==> src/hw/rtl/bec_pkg.sv <==
`timescale 1ns / 1ps
// shared constants, operation codes and the step program for the balance estimator/controller
// no dependencies; used by balance_estimator_controller_core
package bec_pkg;

    localparam int ATAN_STEPS_DEF = 16;
    localparam int MUL_W          = 25;
    localparam int DIV_W          = 64;

    localparam logic signed [32:0] PI_Q28   = 33'sd843314857;
    localparam logic [24:0]        MICRO    = 25'd1000000;
    localparam logic [35:0]        DEN_TILT = 36'd65536000000;
    localparam logic [35:0]        DEN_INT  = 36'd16000000;

    // register indexes
    localparam logic [2:0] REG_MODE    = 3'd0;
    localparam logic [2:0] REG_WEIGHTS = 3'd1;
    localparam logic [2:0] REG_PID     = 3'd2;
    localparam logic [2:0] REG_STATE   = 3'd3;
    localparam logic [2:0] REG_ILIM    = 3'd4;
    localparam logic [2:0] REG_DZONE   = 3'd5;
    localparam logic [2:0] REG_SHUTOFF = 3'd6;
    localparam logic [2:0] REG_OFFSET  = 3'd7;

    // step operations
    localparam logic [3:0] OP_ATAN  = 4'd0;
    localparam logic [3:0] OP_CLR   = 4'd1;
    localparam logic [3:0] OP_MUL   = 4'd2;
    localparam logic [3:0] OP_TOT   = 4'd3;
    localparam logic [3:0] OP_TOU   = 4'd4;
    localparam logic [3:0] OP_UTA   = 4'd5;
    localparam logic [3:0] OP_DIV   = 4'd6;
    localparam logic [3:0] OP_SHAPE = 4'd7;
    localparam logic [3:0] OP_FIN   = 4'd8;

    // step enables
    localparam logic [2:0] G_ALWAYS = 3'd0;
    localparam logic [2:0] G_EST    = 3'd1;
    localparam logic [2:0] G_BLEND  = 3'd2;
    localparam logic [2:0] G_RATE   = 3'd3;
    localparam logic [2:0] G_PID    = 3'd4;
    localparam logic [2:0] G_SS     = 3'd5;

    // multiplicand sources
    localparam logic [3:0] M_A    = 4'd0;
    localparam logic [3:0] M_T    = 4'd1;
    localparam logic [3:0] M_TILT = 4'd2;
    localparam logic [3:0] M_GX   = 4'd3;
    localparam logic [3:0] M_DW   = 4'd4;
    localparam logic [3:0] M_RATE = 4'd5;
    localparam logic [3:0] M_E    = 4'd6;
    localparam logic [3:0] M_INT  = 4'd7;
    localparam logic [3:0] M_X1   = 4'd8;

    // multiplier sources
    localparam logic [3:0] B_MICRO = 4'd0;
    localparam logic [3:0] B_AW    = 4'd1;
    localparam logic [3:0] B_AWC   = 4'd2;
    localparam logic [3:0] B_EL    = 4'd3;
    localparam logic [3:0] B_WW    = 4'd4;
    localparam logic [3:0] B_WWC   = 4'd5;
    localparam logic [3:0] B_KI    = 4'd6;
    localparam logic [3:0] B_KP    = 4'd7;
    localparam logic [3:0] B_NKD   = 4'd8;
    localparam logic [3:0] B_16    = 4'd9;
    localparam logic [3:0] B_NK0   = 4'd10;
    localparam logic [3:0] B_NK1   = 4'd11;
    localparam logic [3:0] B_K2    = 4'd12;
    localparam logic [3:0] B_K3    = 4'd13;

    // divide destinations
    localparam logic [1:0] D_TILT = 2'd0;
    localparam logic [1:0] D_RATE = 2'd1;
    localparam logic [1:0] D_INT  = 2'd2;

    typedef struct packed {
        logic [3:0] op;
        logic [2:0] grp;
        logic [3:0] msel;
        logic [3:0] bsel;
        logic [1:0] dsel;
    } instr_t;

    function automatic logic signed [31:0] atan_entry(input logic [4:0] idx);
        logic signed [31:0] v;
        unique case (idx)
            5'd0:    v = 32'sd210828714;
            5'd1:    v = 32'sd124459457;
            5'd2:    v = 32'sd65760959;
            5'd3:    v = 32'sd33381290;
            5'd4:    v = 32'sd16755422;
            5'd5:    v = 32'sd8385879;
            5'd6:    v = 32'sd4193963;
            5'd7:    v = 32'sd2097109;
            5'd8:    v = 32'sd1048571;
            5'd9:    v = 32'sd524287;
            5'd10:   v = 32'sd262144;
            5'd11:   v = 32'sd131072;
            5'd12:   v = 32'sd65536;
            5'd13:   v = 32'sd32768;
            5'd14:   v = 32'sd16384;
            5'd15:   v = 32'sd8192;
            5'd16:   v = 32'sd4096;
            5'd17:   v = 32'sd2048;
            5'd18:   v = 32'sd1024;
            5'd19:   v = 32'sd512;
            5'd20:   v = 32'sd256;
            5'd21:   v = 32'sd128;
            5'd22:   v = 32'sd64;
            5'd23:   v = 32'sd32;
            default: v = 32'sd0;
        endcase
        return v;
    endfunction

    function automatic instr_t mk(input logic [3:0] o, input logic [2:0] g,
                                  input logic [3:0] m, input logic [3:0] b,
                                  input logic [1:0] d);
        instr_t r;
        r.op   = o;
        r.grp  = g;
        r.msel = m;
        r.bsel = b;
        r.dsel = d;
        return r;
    endfunction

    // estimator then controller, one step per entry
    function automatic instr_t prog(input logic [5:0] pc);
        instr_t r;
        unique case (pc)
            6'd0:    r = mk(OP_ATAN,  G_EST,   M_A,    B_MICRO, D_TILT);
            6'd1:    r = mk(OP_CLR,   G_BLEND, M_A,    B_MICRO, D_TILT);
            6'd2:    r = mk(OP_MUL,   G_BLEND, M_A,    B_MICRO, D_TILT);
            6'd3:    r = mk(OP_TOT,   G_BLEND, M_A,    B_MICRO, D_TILT);
            6'd4:    r = mk(OP_MUL,   G_BLEND, M_T,    B_AWC,   D_TILT);
            6'd5:    r = mk(OP_TOU,   G_BLEND, M_A,    B_MICRO, D_TILT);
            6'd6:    r = mk(OP_MUL,   G_BLEND, M_TILT, B_MICRO, D_TILT);
            6'd7:    r = mk(OP_MUL,   G_BLEND, M_GX,   B_EL,    D_TILT);
            6'd8:    r = mk(OP_TOT,   G_BLEND, M_A,    B_MICRO, D_TILT);
            6'd9:    r = mk(OP_UTA,   G_BLEND, M_A,    B_MICRO, D_TILT);
            6'd10:   r = mk(OP_MUL,   G_BLEND, M_T,    B_AW,    D_TILT);
            6'd11:   r = mk(OP_DIV,   G_BLEND, M_A,    B_MICRO, D_TILT);
            6'd12:   r = mk(OP_CLR,   G_RATE,  M_A,    B_MICRO, D_RATE);
            6'd13:   r = mk(OP_MUL,   G_RATE,  M_DW,   B_MICRO, D_RATE);
            6'd14:   r = mk(OP_TOT,   G_RATE,  M_A,    B_MICRO, D_RATE);
            6'd15:   r = mk(OP_MUL,   G_RATE,  M_T,    B_WW,    D_RATE);
            6'd16:   r = mk(OP_TOU,   G_RATE,  M_A,    B_MICRO, D_RATE);
            6'd17:   r = mk(OP_MUL,   G_RATE,  M_RATE, B_EL,    D_RATE);
            6'd18:   r = mk(OP_TOT,   G_RATE,  M_A,    B_MICRO, D_RATE);
            6'd19:   r = mk(OP_UTA,   G_RATE,  M_A,    B_MICRO, D_RATE);
            6'd20:   r = mk(OP_MUL,   G_RATE,  M_T,    B_WWC,   D_RATE);
            6'd21:   r = mk(OP_DIV,   G_RATE,  M_A,    B_MICRO, D_RATE);
            6'd22:   r = mk(OP_CLR,   G_PID,   M_A,    B_MICRO, D_INT);
            6'd23:   r = mk(OP_MUL,   G_PID,   M_E,    B_KI,    D_INT);
            6'd24:   r = mk(OP_TOT,   G_PID,   M_A,    B_MICRO, D_INT);
            6'd25:   r = mk(OP_MUL,   G_PID,   M_T,    B_EL,    D_INT);
            6'd26:   r = mk(OP_DIV,   G_PID,   M_A,    B_MICRO, D_INT);
            6'd27:   r = mk(OP_CLR,   G_PID,   M_A,    B_MICRO, D_INT);
            6'd28:   r = mk(OP_MUL,   G_PID,   M_E,    B_KP,    D_INT);
            6'd29:   r = mk(OP_MUL,   G_PID,   M_GX,   B_NKD,   D_INT);
            6'd30:   r = mk(OP_MUL,   G_PID,   M_INT,  B_16,    D_INT);
            6'd31:   r = mk(OP_SHAPE, G_PID,   M_A,    B_MICRO, D_INT);
            6'd32:   r = mk(OP_CLR,   G_SS,    M_A,    B_MICRO, D_TILT);
            6'd33:   r = mk(OP_MUL,   G_SS,    M_X1,   B_NK0,   D_TILT);
            6'd34:   r = mk(OP_MUL,   G_SS,    M_RATE, B_NK1,   D_TILT);
            6'd35:   r = mk(OP_MUL,   G_SS,    M_TILT, B_K2,    D_TILT);
            6'd36:   r = mk(OP_MUL,   G_SS,    M_GX,   B_K3,    D_TILT);
            6'd37:   r = mk(OP_SHAPE, G_SS,    M_A,    B_MICRO, D_TILT);
            default: r = mk(OP_FIN,   G_ALWAYS, M_A,   B_MICRO, D_TILT);
        endcase
        return r;
    endfunction

    function automatic logic signed [15:0] sat16(input logic signed [63:0] v);
        logic signed [15:0] r;
        if (v > 64'sd32767)
            r = 16'sh7fff;
        else if (v < -64'sd32768)
            r = 16'sh8000;
        else
            r = v[15:0];
        return r;
    endfunction

    function automatic logic signed [23:0] sat24(input logic signed [63:0] v);
        logic signed [23:0] r;
        if (v > 64'sd8388607)
            r = 24'sh7fffff;
        else if (v < -64'sd8388608)
            r = 24'sh800000;
        else
            r = v[23:0];
        return r;
    endfunction

endpackage

==> src/hw/rtl/balance_estimator_controller_core.sv <==
`timescale 1ns / 1ps
// balance estimator and controller: cordic tilt, complementary filter, pid or state feedback
// depends on bec_pkg
//
// One sensor item is taken at a time and gives one result item. The item runs through a
// short step program: a cordic atan2 (one rotation per cycle), then products formed by a
// bit-serial shift-add multiplier and quotients from a restoring divider with a write-back
// step; each step is fetched in the fetch state before it runs. Numerical-rate mode with
// PID runs the most steps, and fewer run when the estimator or controller stages are
// switched off; the multiplier and divider steps take most of the time of an item. A new
// item is taken while the previous result still waits on m_tready.
module balance_estimator_controller_core #(
    parameter int ATAN_STEPS = bec_pkg::ATAN_STEPS_DEF
) (
    input  logic        clk,
    input  logic        rst_n,
    input  logic        s_tvalid,
    output logic        s_tready,
    // accel_y, accel_z, gyro_x, wheel_angle, elapsed_us
    input  logic [87:0] s_tdata,
    output logic        m_tvalid,
    input  logic        m_tready,
    // drive, angle_estimate, wheel_rate
    output logic [55:0] m_tdata,
    // angle_ready
    output logic [0:0]  m_tuser,
    input  logic        psel,
    input  logic        penable,
    input  logic        pwrite,
    input  logic [5:0]  paddr,
    input  logic [63:0] pwdata,
    output logic [63:0] prdata,
    output logic        pready
);

    localparam logic [2:0] ST_IDLE  = 3'd0;
    localparam logic [2:0] ST_FETCH = 3'd1;
    localparam logic [2:0] ST_ATAN  = 3'd2;
    localparam logic [2:0] ST_MUL   = 3'd3;
    localparam logic [2:0] ST_DIV   = 3'd4;
    localparam logic [2:0] ST_WB    = 3'd5;

    // configuration
    logic [3:0]         mode_reg;
    logic [31:0]        fw_reg;
    logic [47:0]        pid_reg;
    logic [63:0]        sg_reg;
    logic [14:0]        ilim_reg;
    logic [14:0]        dz_reg;
    logic [14:0]        sh_reg;
    logic signed [15:0] off_reg;

    // control
    logic [2:0] state_reg;
    logic [5:0] pc_reg;
    logic [6:0] cnt_reg;
    logic [1:0] est_reg;
    logic [1:0] ctl_reg;
    logic       estn_reg;
    logic       blend_reg;
    logic       go_reg;
    logic       zflag_reg;
    logic       neg_reg;
    logic       out_valid_reg;

    // item fields
    logic signed [15:0] ay_reg;
    logic signed [15:0] az_reg;
    logic signed [15:0] gx_reg;
    logic signed [23:0] x1_reg;
    logic [15:0]        el_reg;

    // estimator and controller state
    logic signed [15:0] tilt_reg;
    logic               tvalid_reg;
    logic signed [31:0] integ_reg;
    logic signed [23:0] prev_reg;
    logic signed [23:0] rate_reg;
    logic signed [15:0] held_reg;

    // datapath
    logic signed [15:0] a_reg;
    logic signed [63:0] acc_reg;
    logic signed [63:0] t_reg;
    logic signed [63:0] u_reg;
    logic [63:0]        mc_reg;
    logic [24:0]        mb_reg;
    logic signed [33:0] cx_reg;
    logic signed [33:0] cy_reg;
    logic signed [32:0] cz_reg;
    logic [63:0]        dq_reg;
    logic [35:0]        dr_reg;
    logic [35:0]        dd_reg;

    // result
    logic signed [15:0] out_drive_reg;
    logic signed [15:0] out_angle_reg;
    logic signed [23:0] out_rate_reg;
    logic               out_ready_reg;

    bec_pkg::instr_t ins;
    logic            grp_ok;
    logic            s_acc;
    logic            cfg_wr;
    logic            fin_load;

    logic signed [15:0] kp, ki, kd, k0, k1, k2, k3;
    logic [15:0]        aw, ww;
    logic [16:0]        awc, wwc;
    logic signed [24:0] dw;
    logic signed [16:0] e_val;
    logic signed [63:0] m_val;
    logic [24:0]        b_val;
    logic [35:0]        dsor;
    logic [63:0]        dmag;

    logic signed [33:0] sx, sy;
    logic signed [32:0] tab;
    logic signed [32:0] zsum;
    logic signed [16:0] atan_val;
    logic signed [17:0] adiff;

    logic [36:0]        shifted;
    logic [37:0]        trial;
    logic signed [63:0] q_val;
    logic signed [63:0] isum;
    logic signed [63:0] lim_val;

    logic signed [63:0] shr;
    logic signed [15:0] v_sat;
    logic signed [15:0] dz_s;
    logic signed [15:0] sh_s;
    logic signed [15:0] shaped;
    logic               beyond;
    logic signed [15:0] drive_fin;

    assign pready   = 1'b1;
    assign cfg_wr   = psel & penable & pwrite & pready;
    assign s_tready = (state_reg == ST_IDLE);
    assign s_acc    = s_tvalid & s_tready;
    assign m_tvalid = out_valid_reg;
    assign m_tdata  = {out_rate_reg, out_angle_reg, out_drive_reg};
    assign m_tuser  = out_ready_reg;

    always_comb
    begin
        unique case (paddr[5:3])
            bec_pkg::REG_MODE:    prdata = 64'(mode_reg);
            bec_pkg::REG_WEIGHTS: prdata = 64'(fw_reg);
            bec_pkg::REG_PID:     prdata = 64'(pid_reg);
            bec_pkg::REG_STATE:   prdata = sg_reg;
            bec_pkg::REG_ILIM:    prdata = 64'(ilim_reg);
            bec_pkg::REG_DZONE:   prdata = 64'(dz_reg);
            bec_pkg::REG_SHUTOFF: prdata = 64'(sh_reg);
            bec_pkg::REG_OFFSET:  prdata = 64'(off_reg);
            default:              prdata = '0;
        endcase
    end

    assign kp  = pid_reg[15:0];
    assign ki  = pid_reg[31:16];
    assign kd  = pid_reg[47:32];
    assign k0  = sg_reg[15:0];
    assign k1  = sg_reg[31:16];
    assign k2  = sg_reg[47:32];
    assign k3  = sg_reg[63:48];
    assign aw  = fw_reg[15:0];
    assign ww  = fw_reg[31:16];
    assign awc = 17'h10000 - {1'b0, aw};
    assign wwc = 17'h10000 - {1'b0, ww};
    assign dw  = 25'(x1_reg) - 25'(prev_reg);
    assign e_val = -(17'(tilt_reg));

    assign ins = bec_pkg::prog(pc_reg);

    always_comb
    begin
        unique case (ins.grp)
            bec_pkg::G_ALWAYS: grp_ok = 1'b1;
            bec_pkg::G_EST:    grp_ok = estn_reg;
            bec_pkg::G_BLEND:  grp_ok = blend_reg;
            bec_pkg::G_RATE:   grp_ok = (est_reg == 2'd2) && (el_reg != 16'd0);
            bec_pkg::G_PID:    grp_ok = (ctl_reg == 2'd0) && go_reg;
            bec_pkg::G_SS:     grp_ok = (ctl_reg == 2'd1) && go_reg;
            default:           grp_ok = 1'b0;
        endcase
    end

    // result register loads at the finish step once it is free
    assign fin_load = (state_reg == ST_FETCH) && grp_ok && (ins.op == bec_pkg::OP_FIN)
                      && (!out_valid_reg || m_tready);

    always_comb
    begin
        unique case (ins.msel)
            bec_pkg::M_A:    m_val = 64'(a_reg);
            bec_pkg::M_T:    m_val = t_reg;
            bec_pkg::M_TILT: m_val = 64'(tilt_reg);
            bec_pkg::M_GX:   m_val = 64'(gx_reg);
            bec_pkg::M_DW:   m_val = 64'(dw);
            bec_pkg::M_RATE: m_val = 64'(rate_reg);
            bec_pkg::M_E:    m_val = 64'(e_val);
            bec_pkg::M_INT:  m_val = 64'(integ_reg);
            bec_pkg::M_X1:   m_val = 64'(x1_reg);
            default:         m_val = '0;
        endcase
    end

    always_comb
    begin
        unique case (ins.bsel)
            bec_pkg::B_MICRO: b_val = bec_pkg::MICRO;
            bec_pkg::B_AW:    b_val = 25'(aw);
            bec_pkg::B_AWC:   b_val = 25'(awc);
            bec_pkg::B_EL:    b_val = 25'(el_reg);
            bec_pkg::B_WW:    b_val = 25'(ww);
            bec_pkg::B_WWC:   b_val = 25'(wwc);
            bec_pkg::B_KI:    b_val = 25'(ki);
            bec_pkg::B_KP:    b_val = 25'(kp);
            bec_pkg::B_NKD:   b_val = -(25'(kd));
            bec_pkg::B_16:    b_val = 25'd16;
            bec_pkg::B_NK0:   b_val = -(25'(k0));
            bec_pkg::B_NK1:   b_val = -(25'(k1));
            bec_pkg::B_K2:    b_val = 25'(k2);
            bec_pkg::B_K3:    b_val = 25'(k3);
            default:          b_val = '0;
        endcase
    end

    always_comb
    begin
        unique case (ins.dsel)
            bec_pkg::D_TILT: dsor = bec_pkg::DEN_TILT;
            bec_pkg::D_RATE: dsor = 36'({el_reg, 16'b0});
            bec_pkg::D_INT:  dsor = bec_pkg::DEN_INT;
            default:         dsor = bec_pkg::DEN_INT;
        endcase
    end

    // rounding: half the divisor added to the magnitude
    assign dmag = (acc_reg[63] ? 64'(-acc_reg) : 64'(acc_reg)) + 64'(dsor >> 1);

    // cordic rotation
    assign sx       = cx_reg >>> cnt_reg[4:0];
    assign sy       = cy_reg >>> cnt_reg[4:0];
    assign tab      = 33'(bec_pkg::atan_entry(cnt_reg[4:0]));
    assign zsum     = cz_reg + 33'sd32768;
    assign atan_val = zflag_reg ? 17'sd0 : 17'(zsum >>> 16);
    assign adiff    = 18'(atan_val) - 18'(off_reg);

    // restoring division, one quotient bit a cycle
    assign shifted = {dr_reg, dq_reg[63]};
    assign trial   = {1'b0, shifted} - {2'b0, dd_reg};
    assign q_val   = neg_reg ? -$signed(dq_reg) : $signed(dq_reg);
    assign isum    = 64'(integ_reg) + q_val;
    assign lim_val = 64'({ilim_reg, 8'b0});

    // drive shaping
    assign shr    = (acc_reg + 64'sd2048) >>> 12;
    assign v_sat  = bec_pkg::sat16(shr);
    assign dz_s   = 16'(dz_reg);
    assign sh_s   = 16'(sh_reg);
    assign beyond = (tilt_reg > sh_s) || (tilt_reg < -sh_s);
    assign shaped = (beyond || ((v_sat > -dz_s) && (v_sat < dz_s))) ? 16'sd0 : v_sat;
    assign drive_fin = (!ctl_reg[1] && !go_reg) ? 16'sd0 : held_reg;

    always_ff @(posedge clk or negedge rst_n)
    begin
        if (!rst_n)
        begin
            mode_reg  <= '0;
            fw_reg    <= '0;
            pid_reg   <= '0;
            sg_reg    <= '0;
            ilim_reg  <= '0;
            dz_reg    <= '0;
            sh_reg    <= 15'd2048;
            off_reg   <= '0;
        end
        else if (cfg_wr)
        begin
            unique case (paddr[5:3])
                bec_pkg::REG_MODE:    mode_reg <= pwdata[3:0];
                bec_pkg::REG_WEIGHTS: fw_reg   <= pwdata[31:0];
                bec_pkg::REG_PID:     pid_reg  <= pwdata[47:0];
                bec_pkg::REG_STATE:   sg_reg   <= pwdata;
                bec_pkg::REG_ILIM:    ilim_reg <= pwdata[14:0];
                bec_pkg::REG_DZONE:   dz_reg   <= pwdata[14:0];
                bec_pkg::REG_SHUTOFF: sh_reg   <= pwdata[14:0];
                bec_pkg::REG_OFFSET:  off_reg  <= pwdata[15:0];
                default:              mode_reg <= mode_reg;
            endcase
        end
    end

    always_ff @(posedge clk or negedge rst_n)
    begin
        if (!rst_n)
        begin
            state_reg     <= ST_IDLE;
            pc_reg        <= '0;
            cnt_reg       <= '0;
            est_reg       <= '0;
            ctl_reg       <= '0;
            estn_reg      <= 1'b0;
            blend_reg     <= 1'b0;
            go_reg        <= 1'b0;
            zflag_reg     <= 1'b0;
            neg_reg       <= 1'b0;
            out_valid_reg <= 1'b0;
            tilt_reg      <= '0;
            tvalid_reg    <= 1'b0;
            integ_reg     <= '0;
            prev_reg      <= '0;
            rate_reg      <= '0;
            held_reg      <= '0;
        end
        else
        begin
            if (out_valid_reg && m_tready && !fin_load)
                out_valid_reg <= 1'b0;

            unique case (state_reg)
                ST_IDLE:
                begin
                    if (s_acc)
                    begin
                        ay_reg    <= s_tdata[15:0];
                        az_reg    <= s_tdata[31:16];
                        gx_reg    <= s_tdata[47:32];
                        x1_reg    <= s_tdata[71:48];
                        el_reg    <= s_tdata[87:72];
                        est_reg   <= mode_reg[3:2];
                        ctl_reg   <= mode_reg[1:0];
                        estn_reg  <= !mode_reg[2];
                        blend_reg <= !mode_reg[2] && tvalid_reg;
                        go_reg    <= !mode_reg[2] || tvalid_reg;
                        pc_reg    <= '0;
                        state_reg <= ST_FETCH;
                    end
                end

                ST_FETCH:
                begin
                    if (!grp_ok)
                        pc_reg <= pc_reg + 6'd1;
                    else
                    begin
                        case (ins.op)
                            bec_pkg::OP_ATAN:
                            begin
                                zflag_reg <= (ay_reg == 16'sd0) && (az_reg == 16'sd0);
                                cnt_reg   <= '0;
                                if (az_reg < 16'sd0)
                                begin
                                    cx_reg <= -{{4{az_reg[15]}}, az_reg, 14'b0};
                                    cy_reg <= -{{4{ay_reg[15]}}, ay_reg, 14'b0};
                                    cz_reg <= (ay_reg >= 16'sd0) ? bec_pkg::PI_Q28
                                                                 : -bec_pkg::PI_Q28;
                                end
                                else
                                begin
                                    cx_reg <= {{4{az_reg[15]}}, az_reg, 14'b0};
                                    cy_reg <= {{4{ay_reg[15]}}, ay_reg, 14'b0};
                                    cz_reg <= '0;
                                end
                                state_reg <= ST_ATAN;
                            end
                            bec_pkg::OP_CLR:
                            begin
                                acc_reg <= '0;
                                pc_reg  <= pc_reg + 6'd1;
                            end
                            bec_pkg::OP_MUL:
                            begin
                                mc_reg    <= m_val;
                                mb_reg    <= b_val;
                                cnt_reg   <= '0;
                                state_reg <= ST_MUL;
                            end
                            bec_pkg::OP_TOT:
                            begin
                                t_reg   <= acc_reg;
                                acc_reg <= '0;
                                pc_reg  <= pc_reg + 6'd1;
                            end
                            bec_pkg::OP_TOU:
                            begin
                                u_reg   <= acc_reg;
                                acc_reg <= '0;
                                pc_reg  <= pc_reg + 6'd1;
                            end
                            bec_pkg::OP_UTA:
                            begin
                                acc_reg <= u_reg;
                                pc_reg  <= pc_reg + 6'd1;
                            end
                            bec_pkg::OP_DIV:
                            begin
                                neg_reg   <= acc_reg[63];
                                dq_reg    <= dmag;
                                dr_reg    <= '0;
                                dd_reg    <= dsor;
                                cnt_reg   <= '0;
                                state_reg <= ST_DIV;
                            end
                            bec_pkg::OP_SHAPE:
                            begin
                                held_reg <= shaped;
                                if (beyond && (ctl_reg == 2'd0))
                                    integ_reg <= '0;
                                pc_reg <= pc_reg + 6'd1;
                            end
                            default:
                            begin
                                // finish: wait for the result register to be free
                                if (!out_valid_reg || m_tready)
                                begin
                                    held_reg      <= drive_fin;
                                    out_drive_reg <= drive_fin;
                                    out_angle_reg <= tilt_reg;
                                    out_rate_reg  <= rate_reg;
                                    out_ready_reg <= tvalid_reg;
                                    out_valid_reg <= 1'b1;
                                    if (est_reg == 2'd2)
                                        prev_reg <= x1_reg;
                                    state_reg <= ST_IDLE;
                                end
                            end
                        endcase
                    end
                end

                ST_ATAN:
                begin
                    if (cnt_reg == 7'(ATAN_STEPS))
                    begin
                        a_reg <= bec_pkg::sat16(64'(adiff));
                        if (!blend_reg)
                        begin
                            // first sample sets the angle directly
                            tilt_reg   <= bec_pkg::sat16(64'(adiff));
                            tvalid_reg <= 1'b1;
                        end
                        pc_reg    <= pc_reg + 6'd1;
                        state_reg <= ST_FETCH;
                    end
                    else
                    begin
                        if (cy_reg > 34'sd0)
                        begin
                            cx_reg <= cx_reg + sy;
                            cy_reg <= cy_reg - sx;
                            cz_reg <= cz_reg + tab;
                        end
                        else
                        begin
                            cx_reg <= cx_reg - sy;
                            cy_reg <= cy_reg + sx;
                            cz_reg <= cz_reg - tab;
                        end
                        cnt_reg <= cnt_reg + 7'd1;
                    end
                end

                ST_MUL:
                begin
                    // top multiplier bit carries negative weight
                    if (mb_reg[0])
                    begin
                        if (cnt_reg == 7'(bec_pkg::MUL_W - 1))
                            acc_reg <= acc_reg - mc_reg;
                        else
                            acc_reg <= acc_reg + mc_reg;
                    end
                    mc_reg <= {mc_reg[62:0], 1'b0};
                    mb_reg <= {1'b0, mb_reg[24:1]};
                    if (cnt_reg == 7'(bec_pkg::MUL_W - 1))
                    begin
                        pc_reg    <= pc_reg + 6'd1;
                        state_reg <= ST_FETCH;
                    end
                    else
                        cnt_reg <= cnt_reg + 7'd1;
                end

                ST_DIV:
                begin
                    if (!trial[37])
                    begin
                        dr_reg <= trial[35:0];
                        dq_reg <= {dq_reg[62:0], 1'b1};
                    end
                    else
                    begin
                        dr_reg <= shifted[35:0];
                        dq_reg <= {dq_reg[62:0], 1'b0};
                    end
                    if (cnt_reg == 7'(bec_pkg::DIV_W - 1))
                        state_reg <= ST_WB;
                    else
                        cnt_reg <= cnt_reg + 7'd1;
                end

                ST_WB:
                begin
                    case (ins.dsel)
                        bec_pkg::D_TILT: tilt_reg <= bec_pkg::sat16(q_val);
                        bec_pkg::D_RATE: rate_reg <= bec_pkg::sat24(q_val);
                        default:
                        begin
                            if (isum > lim_val)
                                integ_reg <= lim_val[31:0];
                            else if (isum < -lim_val)
                                integ_reg <= 32'(-lim_val);
                            else
                                integ_reg <= isum[31:0];
                        end
                    endcase
                    pc_reg    <= pc_reg + 6'd1;
                    state_reg <= ST_FETCH;
                end

                default:
                    state_reg <= ST_IDLE;
            endcase
        end
    end

    a_result_from_finish: assert property (@(posedge clk) disable iff (!rst_n)
        $rose(out_valid_reg) |-> $past(state_reg) == ST_FETCH && $past(ins.op) == bec_pkg::OP_FIN)
        else $error("result loaded outside the finish step");

    a_tilt_valid_sticks: assert property (@(posedge clk) disable iff (!rst_n)
        tvalid_reg |=> tvalid_reg)
        else $error("angle ready flag dropped");

    a_mul_count: assert property (@(posedge clk) disable iff (!rst_n)
        state_reg == ST_MUL |-> cnt_reg < 7'(bec_pkg::MUL_W))
        else $error("multiplier count overrun");

endmodule

==> config.mk <==
export PLATFORM = sky130hd
export DESIGN_NAME = balance_estimator_controller_core
export DESIGN_NICKNAME = d
export VERILOG_FILES = /design/src/hw/rtl/bec_pkg.sv /design/src/hw/rtl/balance_estimator_controller_core.sv
export SDC_FILE = /design/constraint.sdc
export NUM_CORES = 2
export LEC_CHECK = 0
export BUFFER_PORTS_ARGS = -buffer_cell sky130_fd_sc_hd__buf_2
export CAP_MARGIN = 20
export CORE_UTILIZATION = 40
export CTS_CLUSTER_SIZE = 24
export DETAILED_ROUTE_END_ITERATION = 8
export GPL_ROUTABILITY_DRIVEN = 0
export PLACE_DENSITY_LB_ADDON = 0.2
export SLEW_MARGIN = 10
export SYNTH_ARGS = -nofsm -noshare
export SYNTH_HDL_FRONTEND = slang
export SYNTH_SLANG_ARGS = --single-unit
==> constraint.sdc <==
create_clock -name clk -period 11.22 [get_ports clk]
set_clock_uncertainty 0.1 [all_clocks]
set_input_delay 0.561 -clock clk [delete_from_list [all_inputs] [get_ports clk]]
set_output_delay 0.561 -clock clk [all_outputs]
set_load 0.02 [all_outputs]
# After elaboration in Yosys (flattened, before gate mapping)

Memory sizes are Yosys's and may differ from the RTL's.
Cells that the tools add are included.

Add/subtract/negate cells: 30
Equal/unequal tests: 74
Multiplexer cells: 94
Bitwise logic cells: 6
Reductions and logical operators: 77
$lt $le $gt $ge: 17
Shifts and indexed selects: 2

Operators by type and width:

| operator                 | number |
|---|---|
| $mux W64                 | 9 |
| $pmux W64 S9             | 1 |
| $pmux W64 S2             | 4 |
| $pmux W64 S8             | 1 |
| $pmux W25 S14            | 1 |
| $mux W34                 | 10 |
| $mux W33                 | 6 |
| $mux W16                 | 12 |
| $mux W32                 | 6 |
| $pmux W36 S2             | 2 |
| $pmux W34 S2             | 2 |
| $neg A64 Y64             | 2 |
| $mux W36                 | 3 |
| $neg A16 Y25             | 3 |
| $add A34 B34 Y34         | 2 |
| $neg A34 Y34             | 2 |
| $sshr A34 B5 Y34         | 2 |
| $sub A34 B34 Y34         | 2 |
| $pmux W33 S2             | 1 |
| $add A32 B64 Y64         | 1 |
| $add A64 B13 Y64 const B | 1 |
| $add A64 B35 Y64         | 1 |
| $add A64 B64 Y64         | 1 |
| $gt A64 B16 Y1 const B   | 1 |
| other kinds (82)         | 224 |

Flip-flop bits (word level): 1027
Logic and storage cells: 348
Input bits: 165
Output and inout bits: 124
Memories kept: 2
ROM bits: 1984

Memories:

| name             | depth | bits a word | read ports | clocked after Yosys merged registers in | wr ports | RTL line       | text |
|---|---|---|---|---|---|---|---|
| (name not given) | 64    | 17          | 1          | 0                                       | 0        | bec_pkg.sv:131 | `unique case (pc)` |
| (name not given) | 32    | 28          | 1          | 0                                       | 0        | bec_pkg.sv:86  | `unique case (idx)` |

# Logic depth before layout (Yosys ltp)

Depth in word-level cells: 13
Gate-level depth with buffers: 35
Mapped depth without buffers: 33

# Worst setup path before layout

No wires, ideal clock.

Kind: reg-to-reg
Start point: register pc_reg[3]
End point: register dq_reg[0] (enable)
Setup time: 0.592 ns
Arrival: 7.272 ns
Clock period less this slack: 7.964 ns
Data required time: 10.528 ns
Cell stages (with the launch flop): 14
Path buffers: 4
Setup slack: 3.256 ns
Cell sequence: dfrtp_1 clkbuf_1 clkbuf_1 buf_1 nor2_1 a211oi_1 a31oi_1 nor2_1 a21oi_1 o22ai_1 clkbuf_1 nor2b_1 nand2_1 a21oi_1

Longest elaborated chain between the ends: 5
Elaborated cells between the ends (all ways): 12
Classes of those cells: eq/ne (8); mux (1); reduce/logical (2); memory (1)

Ends and longest elaborated chain:

| element                                | RTL line                                 | text |
|---|---|---|
| from (decl)                            | balance_estimator_controller_core.sv:55  | `logic [5:0] pc_reg;` |
| from (signal assigned)                 | balance_estimator_controller_core.sv:346 | `pc_reg <= pc_reg + 6'd1;` |
| from (signal assigned)                 | balance_estimator_controller_core.sv:372 | `pc_reg <= pc_reg + 6'd1;` |
| from (signal assigned)                 | balance_estimator_controller_core.sv:385 | `pc_reg <= pc_reg + 6'd1;` |
| $mem_v2 Z64 W17 (*)                    | --                                       |  |
| $eq A3 B3 Y1 (tied with other cells)   | balance_estimator_controller_core.sv:178 | `unique case (ins.grp)` |
| $pmux W1 S6                            | balance_estimator_controller_core.sv:178 |  |
| $ne A2 B2 Y1 (no source line)          | --                                       |  |
| $reduce_and A4 Y1 (no source line) (*) | --                                       |  |
| to (signal assigned)                   | balance_estimator_controller_core.sv:401 | `dq_reg <= dmag;` |
| to (signal assigned)                   | balance_estimator_controller_core.sv:492 | `dq_reg <= {dq_reg[62:0], 1'b1};` |
| to (signal assigned)                   | balance_estimator_controller_core.sv:497 | `dq_reg <= {dq_reg[62:0], 1'b0};` |
| to (decl)                              | balance_estimator_controller_core.sv:91  | `logic [63:0] dq_reg;` |

Every way passes the cells marked *; elsewhere a longest branch is shown, timed or not.
A chain may end at the register's enable or synchronous reset.

# Worst setup path in the final report

Start point: register dq_reg[7]
End point: register integ_reg[10]

Longest elaborated chain between the ends: 8
Elaborated cells between the ends (all ways): 9
Classes of those cells: add/sub (2); order compare (2); mux (5)

Ends and longest elaborated chain:

| element              | RTL line                                 | text |
|---|---|---|
| $neg A64 Y64         | balance_estimator_controller_core.sv:254 | `assign q_val = neg_reg ? -$signed(dq_reg) : $signed(dq_reg);` |
| $mux W64 (*)         | balance_estimator_controller_core.sv:254 |  |
| $add A32 B64 Y64 (*) | balance_estimator_controller_core.sv:255 | `assign isum = 64'(integ_reg) + q_val;` |
| $lt A64 B64 Y1       | balance_estimator_controller_core.sv:514 | `else if (isum < -lim_val)` |
| $mux W32             | balance_estimator_controller_core.sv:514 |  |
| $mux W32 (*)         | balance_estimator_controller_core.sv:512 | `if (isum > lim_val)` |
| $mux W32 (*)         | balance_estimator_controller_core.sv:507 | `case (ins.dsel)` |
| $pmux W32 S2 (*)     | balance_estimator_controller_core.sv:323 | `unique case (state_reg)` |
| to (signal assigned) | balance_estimator_controller_core.sv:513 | `integ_reg <= lim_val[31:0];` |
| to (signal assigned) | balance_estimator_controller_core.sv:515 | `integ_reg <= 32'(-lim_val);` |
| to (signal assigned) | balance_estimator_controller_core.sv:517 | `integ_reg <= isum[31:0];` |
| to (decl)            | balance_estimator_controller_core.sv:76  | `logic signed [31:0] integ_reg;` |

Every way passes the cells marked *; elsewhere a longest branch is shown, timed or not. The select of a mux whose other input is x is not followed.

==> flow_summary.yaml <==
outcome:
  outcome: "complete, no violations"
setup_path:
  cp.required_ps: 11870
  worst-setup-path-type: "flip-flop to flip-flop"
  startpoint_type: "flip-flop"
  worstPathArrival_ps: 9650
  crit_path_frequent_cell: "nand2_1"
  cp_max_fo: 12
  end_kind: "flip-flop"
  startpoint: "dq_reg[7]"
  critical_path.slowest_cell: "nor4b_1"
  cp_slowest_stage_delay_ps: 830
  r2r-start: "dq_reg[7]"
hold_path:
  hold_class: "input port to flip-flop"
  min-delay-start: "pwdata[1]"
synth:
  syn-cell-area_sq_um: 77000
  synth-edff-count: 661
  syn-instance-count: 8446
  synth_cell_type_count: 103
  ys_warn_count: 0
  synth-seq-cells: 1009
  ys_async_sr_fraction: 0.345
  ys_seq_area_frac: 0.371
  synthesis.nets: 9098
  synth_flop_cell: "edfxtp_1"
  syn_avg_cell_area_sq_um: 9.12
timing:
  setup_tns_ps: 0
  rsz0062_at_grt: "no"
  worstMarginPinSlew_ps: 1250
  timing.fmax_mhz: 111
  period_share: 0.802
  post-route-min-period_ps: 9000
  max_slew_margin: 0.159
  slew_violations: 0
  hold_viol: 0
  setup_viol: 0
global_routing:
  grt_overflow_total: 0
  antenna_found_initial: 6
  grt_pass1_wl_um: 400000
  grt_pass1_vias: 64409
  grt_start_max_net_pins: 87
  grtUsageTotal: 0.268
cts:
  htree_num_levels: 3
  numCtsBuffers: 120
  cts.sinks: 1009
  cts_root_buf: "clkbuf_16"
  cts_buffer_depth: 3
  cts_tree: "done"
  post_cts_buffers: 0
  clkLatencyLatePin_ps: 830
  clk_pin_slew_ps: 70
floorplanning:
  rows: 160
  start_util: 0.404
  die_x_um: 441
  core-area_sq_um: 191000
  die_h_um: 441
  die_area_sq_um: 194000
  ios: 289
detailed_routing:
  drt_iter0_markers: 6658
  drcViolationCount: 0
  wl_per_cell_um: 23.7
  wl_um: 268000
  firstDrtPassIters: 6
  ant_nets: 0
  num_vias: 67848
  viasPerCell: 5.99
layout:
  final_cells: 11331
  layout_common_cells: "nand2_1 (933), o21ai_0 (696), edfxtp_1 (661)"
  layout_commonest_cell: "nand2_1"
  syn_to_final_growth_pct: 13.0
  nets: 9359
  drive_above_1_share: 0.115
power_and_ir_drop:
  p_leak_nw: 35.0
  vdd_drop_max_mv: 0.196
  p_per_area_nw_per_um2: 251
placement:
  port_buffers: 284
  place_inst: 10943
  hpwl_um: 202000
run:
  drv_cap: 0
## cell type report
class	instances	area (sq um)
flip-flops and latches	1009	28600
diodes	6	15.0
clock buffers	150	3320
multi-input cells	6657	45700
clock inverters	79	977
repair buffers	553	3870
well taps	2511	3140
fillers	18319	104000
inverters	366	1370
## synthesized netlist by cell type (26+ instances only)
cell      instances  area [sq um]
o41ai_1          33           289
mux2_2          178          2000
o21a_1          106           796
dfrtp_1         347          8680
o31ai_1          93           698
xor2_1          328          2870
clkbuf_1        352          1320
a21oi_1         566          2830
o22ai_1          32           200
o211ai_1         51           383
buf_1            41           154
o21bai_1         44           330
or2_2            34           213
nor4_1           94           588
nand4_1         102           638
edfxtp_1        661         19800
a31oi_1          73           457
nor2_1          653          2450
a222oi_1         29           290
xnor2_1         398          3490
a22oi_1          68           510
a21o_1          170          1280
mux2i_1         111          1110
nand2_1         936          3510
a211oi_1         42           315
or3_1            72           450
ha_1            480          6010
a22o_1           42           368
inv_1           361          1360
nand3_1         183           916
and2_1           67           419
o22a_1           26           228
nor2b_1          98           613
mux4_2           89          2000
nand2b_1         98           613
nor3_1          176           881
and3_1           51           319
or4_1            42           315
a221oi_1         47           412
o21ai_0         696          3480
## layer usage
layer	global-route usage	part of all wire	routed length [um]
met5	0	0	0
met4	0.131	0.056	14900
met3	0.0412	0.065	17500
met2	0.432	0.46	123000
met1	0.351	0.42	112000
## stage by stage
step	utilization	power, mW	cell area, sq um	hold WS, ps	setup slack (ps)
final	0.456	21.8	87000	45.5	2220
after global routing	0.456	23.3	87000	24.5	1730
after CTS	0.456	21.8	86900	0.428	2460
after detailed placement	0.425	17.4	81100	340	2530
after global placement	0.425	17.2	81100	338	2570
after floorplan	-	14.3	77000	165	3260
## critical path, delay by kind of cell (launching register included)
kind	cells	cell delay, ps
xor+xnor	2	790
simple gates	9	2600
compound gates	14	3460
flops	1	490
buf+inv	4	750
fa+ha+maj	2	710
## final timing paths
| check | slack, ps | depth (start not counted) | end |
|---|---|---|---|
| max | 2220 | 31 | integ_reg[10] |
| min in group asynchronous | 210 | 2 | pid_reg[35] |
| min | 50 | 3 | sh_reg[1] |
| min reg2reg | 370 | 2 | held_reg[12] |
| max in group asynchronous | 8100 | 6 | integ_reg[28] |
| max reg2reg | 2220 | 31 | integ_reg[10] |
## report_power, final
| group | leakage [nW] | total, mW | internal, mW | switching [mW] |
|---|---|---|---|---|
| logic | 22.5 | 11.7 | 4.79 | 6.91 |
| registers | 10.4 | 5.86 | 4.92 | 0.936 |
| clock network | 2.09 | 4.27 | 2.50 | 1.77 |
| total | 35.0 | 21.8 | 12.2 | 9.62 |
## cells by family after synthesis
| family | synth area share |
|---|---|
| flops | 0.371 |
| other cells | 0.0000487 |
| xor+xnor | 0.0826 |
| buf+inv | 0.0385 |
| mux | 0.0665 |
| compound gates | 0.195 |
| simple gates | 0.166 |
| fa+ha+maj | 0.0798 |
## what timing repair did
| action | 4_1_cts | 5_1_grt |
|---|---|---|
| gates resized for setup | 0 | 0 |
| hold buffers | 149 | 0 |
| hold endpoints to repair | 297 | 0 |
Power figures use the tool's default switching activity.
